--- config.mk ---
export PLATFORM = sky130hd
export DESIGN_NAME = frbc_udiv
export DESIGN_NICKNAME = d
export VERILOG_FILES = /design/src/hw/rtl/fuzzy_rate_budget_controller_macros.svh /design/src/hw/rtl/frbc_udiv.sv
export SDC_FILE = /design/constraint.sdc
export NUM_CORES = 1
export LEC_CHECK = 0
export BUFFER_PORTS_ARGS = -buffer_cell sky130_fd_sc_hd__clkbuf_2
export CORE_MARGIN = 1
export CORE_UTILIZATION = 45
export DETAILED_ROUTE_END_ITERATION = 6
export GPL_TIMING_DRIVEN = 1
export SLEW_MARGIN = 10
export SYNTH_ARGS = -nofsm -noshare
export SYNTH_HDL_FRONTEND = slang
export SYNTH_SLANG_ARGS = --single-unit
--- constraint.sdc ---
create_clock -name clk -period 6.26 [get_ports clk]
set_input_delay 1.252 -clock clk [delete_from_list [all_inputs] [get_ports clk]]
set_output_delay 1.252 -clock clk [all_outputs]
set_load 0.03 [all_outputs]
--- src/hw/rtl/fuzzy_rate_budget_controller_macros.svh ---
// Assertion shorthands used by the controller RTL, which checks itself.
`ifndef FUZZY_RATE_BUDGET_CONTROLLER_MACROS_SVH
`define FUZZY_RATE_BUDGET_CONTROLLER_MACROS_SVH

// A condition that must hold at every clock edge outside reset.
`define FRBC_ASSERT_ALWAYS(lbl, clk, rst, cond, msg) \
  lbl: assert property (@(posedge clk) disable iff (rst) (cond)) else $error(msg);

// A condition that implies another in the same cycle.
`define FRBC_ASSERT_IMPLY(lbl, clk, rst, ante, cons, msg) \
  lbl: assert property (@(posedge clk) disable iff (rst) (ante) |-> (cons)) else $error(msg);

`endif

--- src/hw/rtl/frbc_udiv.sv ---
// Pipelined restoring divider: a capture stage, then one quotient bit per register stage;
// several lanes share one sideband word that travels with them.
module frbc_udiv #(
  parameter int LANES = 1,
  parameter int DW    = 16,
  parameter int QW    = 16,
  parameter int SW    = 1
) (
  input  logic                       clk,
  input  logic                       rst,
  input  logic                       en,
  input  logic [SW-1:0]              in_side,
  input  logic [LANES-1:0][DW-1:0]   in_rem,
  input  logic [LANES-1:0][QW-1:0]   in_bits,
  input  logic [LANES-1:0][DW-1:0]   in_dvs,
  output logic [LANES-1:0][QW-1:0]   out_quo,
  output logic [SW-1:0]              out_side
);

  logic [LANES-1:0][DW-1:0] rem  [QW+1];
  logic [LANES-1:0][QW-1:0] bits [QW+1];
  logic [LANES-1:0][DW-1:0] dvs  [QW+1];
  logic [LANES-1:0][QW-1:0] quo  [QW+1];
  logic [SW-1:0]            side [QW+1];

  always_ff @(posedge clk) begin
    if (rst) begin
      side[0] <= '0;
    end else if (en) begin
      side[0] <= in_side;
    end
  end

  always_ff @(posedge clk) begin
    if (en) begin
      rem[0]  <= in_rem;
      bits[0] <= in_bits;
      dvs[0]  <= in_dvs;
      quo[0]  <= '0;
    end
  end

  for (genvar s = 1; s <= QW; s++) begin : g_step
    logic [LANES-1:0][DW-1:0] rem_next;
    logic [LANES-1:0][QW-1:0] quo_next;

    for (genvar l = 0; l < LANES; l++) begin : g_lane
      logic [DW:0] trial;
      logic        ge;
      logic [DW:0] diff;
      assign trial = {rem[s-1][l], bits[s-1][l][QW-s]};
      assign ge    = trial >= {1'b0, dvs[s-1][l]};
      assign diff  = trial - {1'b0, dvs[s-1][l]};
      assign rem_next[l] = ge ? diff[DW-1:0] : trial[DW-1:0];
      assign quo_next[l] = {quo[s-1][l][QW-2:0], ge};
    end

    always_ff @(posedge clk) begin
      if (rst) begin
        side[s] <= '0;
      end else if (en) begin
        side[s] <= side[s-1];
      end
    end

    always_ff @(posedge clk) begin
      if (en) begin
        rem[s]  <= rem_next;
        bits[s] <= bits[s-1];
        dvs[s]  <= dvs[s-1];
        quo[s]  <= quo_next;
      end
    end
  end

  assign out_quo  = quo[QW];
  assign out_side = side[QW];

endmodule

==> impl_metrics.ini <==
[status]
status = finished clean

[floorplan]
ios = 69
num_rows = 108
die_x_um = 299
coreArea_um2 = 87000
initial_utilization = 0.456
die_y_um = 299
die_area_um2 = 89400

[sta]
slew_viol_final = 0
post-route-min-period_ns = 3.73
setup_viol = 0
clock_skew_ns = 0.0236
tns_ns = 0
relSlewSlack = 0.314
tightest_slew_ns = 1.03
rsz0062_at_grt = no
finalCritPeriodShare = 0.596
hold_violations = 0
max_freq_ghz = 0.268

[yosys]
synthFlopType = edfxtp_1
netlist.area_leader.share = 0.606
avgSynthCellArea_um2 = 13.3
ys_types = 96
synthMuxAreaShare = 0.0594
synth_fa_ha_area_frac = 0.0883
yosysTopAreaCell = edfxtp_1
syn_area_um2 = 39700
synth_common_cells = edfxtp_1, inv_1, ha_1
syn-num-nets = 3305
synth_compound_area_frac = 0.0968
synth_xor_area_frac = 0.0342
synth_most_common_cell = edfxtp_1
ys_seq_area_frac = 0.606
synth_top_family_by_area = compound AO/OA/AOI/OAI gates
synthArstFlopShare = 0
synth_area_leaders = edfxtp_1, ha_1, mux2_2
syn-instance-count = 2982
ys_ff_latch = 801
yosysWarnings = 0
synthSimpleGateAreaFrac = 0.0776
synth_edf_count = 801

[cts]
clock_latency_ns = 0.64
clk_path_buf_depth = 3
cts_hold_buf = 0
cts-htree-levels = 3
cts_tree = built
clkSlewWorstSetupHoldPaths_ns = 0.06
cts_made_buffers = 87
clock-sinks = 801
cts_root_buffer = clkbuf_16
cts_setup_buffers = 0
ctsResizeCount = 0

[critical_path]
start_kind = flop
rr_worst_depth = 11
worst_ep_required_time_ns = 6.65
arrival_ns = 4.12
cp-startpoint = dvs[0][161]$_DFFE_PP_
crit_chain = inv_1 -> ha_1 -> nor2b_1 -> o21ai_0 -> a21oi_1 -> o31ai_1 -> a21oi_1 -> o21ai_1 -> buf_4 -> inv_1 -> o211a_1
reg2reg_slack_ns = 2.53
cpPeakStageDelay_ns = 0.70
path_class = reg2reg
cp-end-kind = flop
cp_slowest_cell = o21ai_1
reg2reg_from = dvs[0][161]$_DFFE_PP_
critPathMaxFanout = 20
rr_endpoint = rem[0][191]$_DFFE_PP_

[min_path]
hold_depth = 0
holdCritPathClass = reg2reg
min_from = quo[9][5]$_DFFE_PP_
hold_end = quo[10][6]$_DFFE_PP_

[global_route]
track_usage = 0.172
grt_pass1_wl_um = 123000
grt_use_met3 = 0.0316
busiest_layer = met2
gr-total-overflow = 0
grtUsageMet2 = 0.271
grt_antenna_before_repair = 0
grt_max_degree = 159
grt_util_met1 = 0.238
grt_pass1_vias = 23199

[place]
place_congestion = 0.893
portBuffers = 68
hpwl_um = 55500

[route]
drc = 0
vias = 23235
avgRoutedWirePerCell_um = 17.7
drt_wl_total_um = 76800
drt_first_pass_iters = 7
vias_per_cell = 5.35
first_iter_violations = 1449
ant_nets = 0

[pwr]
pwr-share-seq = 0.382
finalPower_mw = 21.5
p_int_mw = 14.4
comb_power_share = 0.383
switching_share = 0.330
p_switching_mw = 7.09
peakVddDrop_uv = 378
power_density_nw_per_um2 = 486
clockPowerShare = 0.235
leakagePower_nw = 17.5

[layout]
drive_above_1_share = 0.130
syn2layout_area_growth_pct = 11.4
nNetsFinal = 3443
fillers = 7406
n_antenna_cell = 0

[run]
drv_cap = 0
[through the flow]
| step | hold WS [ns] | util | cells | cell area (um^2) | setup slack (ns) |
|---|---|---|---|---|---|
| after CTS | 0.411 | 0.508 | 4341 | 44200 | 2.60 |
| final | 0.407 | 0.508 | 4341 | 44200 | 2.53 |
| after global routing | 0.420 | 0.508 | 4341 | 44200 | 2.31 |
| after global placement | 0.400 | 0.476 | 4186 | 41400 | 2.65 |
| after floorplan | 0.400 | - | 2982 | 39700 | 3.43 |
| after detailed placement | 0.405 | 0.476 | 4186 | 41400 | 2.63 |
[layout make-up]
| class | instances | area, um^2 | area share |
|---|---|---|---|
| clock buffer | 106 | 2310 | 0.0523 |
| sequential | 801 | 24100 | 0.544 |
| timing repair buffer | 80 | 503 | 0.0114 |
| inverter | 344 | 1290 | 0.0292 |
| multi-input combinational | 1806 | 14100 | 0.320 |
| clock inverter | 49 | 483 | 0.0109 |
| tap | 1155 | 1450 | 0.0327 |
[cell families after synthesis]
| family | Yosys count |
|---|---|
| DFF | 801 |
| AOI/OAI and AO/OA | 556 |
| buffers and inverters | 375 |
| and+or+nand+nor | 620 |
| muxes | 204 |
| xor gates and xnor gates | 155 |
| adders and majority gates | 271 |
[how the worst max path moves through the flow]
stage | endpoint | cells past startpoint
6_report | rem[0][191]$_DFFE_PP_ | 11
3_5_place_dp | rem[0][191]$_DFFE_PP_ | 11
5_1_grt | rem[0][191]$_DFFE_PP_ | 11
2_1_floorplan | rem[0][120]$_DFFE_PP_ | 10
3_3_place_gp | rem[0][191]$_DFFE_PP_ | 11
4_1_cts | rem[0][191]$_DFFE_PP_ | 11
[power by group through the flow]
stage                     combinational, mW  sequential [mW]  clock (mW)
after floorplan                        6.59             7.98           0
after CTS                              8.21             8.22        5.22
after detailed placement               8.14             8.31           0
after global routing                   9.13             8.32        5.43
final                                  8.24             8.21        5.05
after global placement                 7.91             8.32           0
[placed cells by master, fill, tap and decap left out, types with 22 or more instances in the layout]
| cell | instances |
|---|---|
| nor2b_1 | 45 |
| nor3_1 | 73 |
| a21oi_1 | 142 |
| mux2_2 | 126 |
| clkbuf_16 | 90 |
| xor2_1 | 62 |
| nand2b_1 | 25 |
| a21o_1 | 56 |
| xnor2_1 | 93 |
| inv_1 | 343 |
| nand2_1 | 122 |
| and2_1 | 22 |
| o21ai_0 | 108 |
| clkbuf_2 | 67 |
| edfxtp_1 | 801 |
| mux2i_1 | 32 |
| nand4_1 | 35 |
| nand3_1 | 45 |
| ha_1 | 256 |
| o21a_1 | 37 |
| nor2_1 | 171 |
| mux2_4 | 27 |
[critical path, delay by kind of cell, from the launching register on]
kind | cells | cell delay (ns)
AO/OA/AOI/OAI | 6 | 2.01
flip-flops | 1 | 0.51
adder cells (fa/ha/maj) | 1 | 0.29
buffers and inverters | 3 | 0.54
AND/OR/NAND/NOR | 1 | 0.13
[registers in the layout (all words and copies together), names as in the netlist]
register / flops
bits: 136
dvs: 256
quo: 136
rem: 256
side: 17
[routing by layer]
metal / wire length (um) / share of wire / up-vias
met3: 4100 / 0.053 / 156
met5: 0 / 0 / -
met1: 35600 / 0.46 / 11186
li1: - / - / 11343
met4: 2390 / 0.031 / 0
met2: 34700 / 0.45 / 550
No activity file was read; power rests on OpenSTA's default activity.
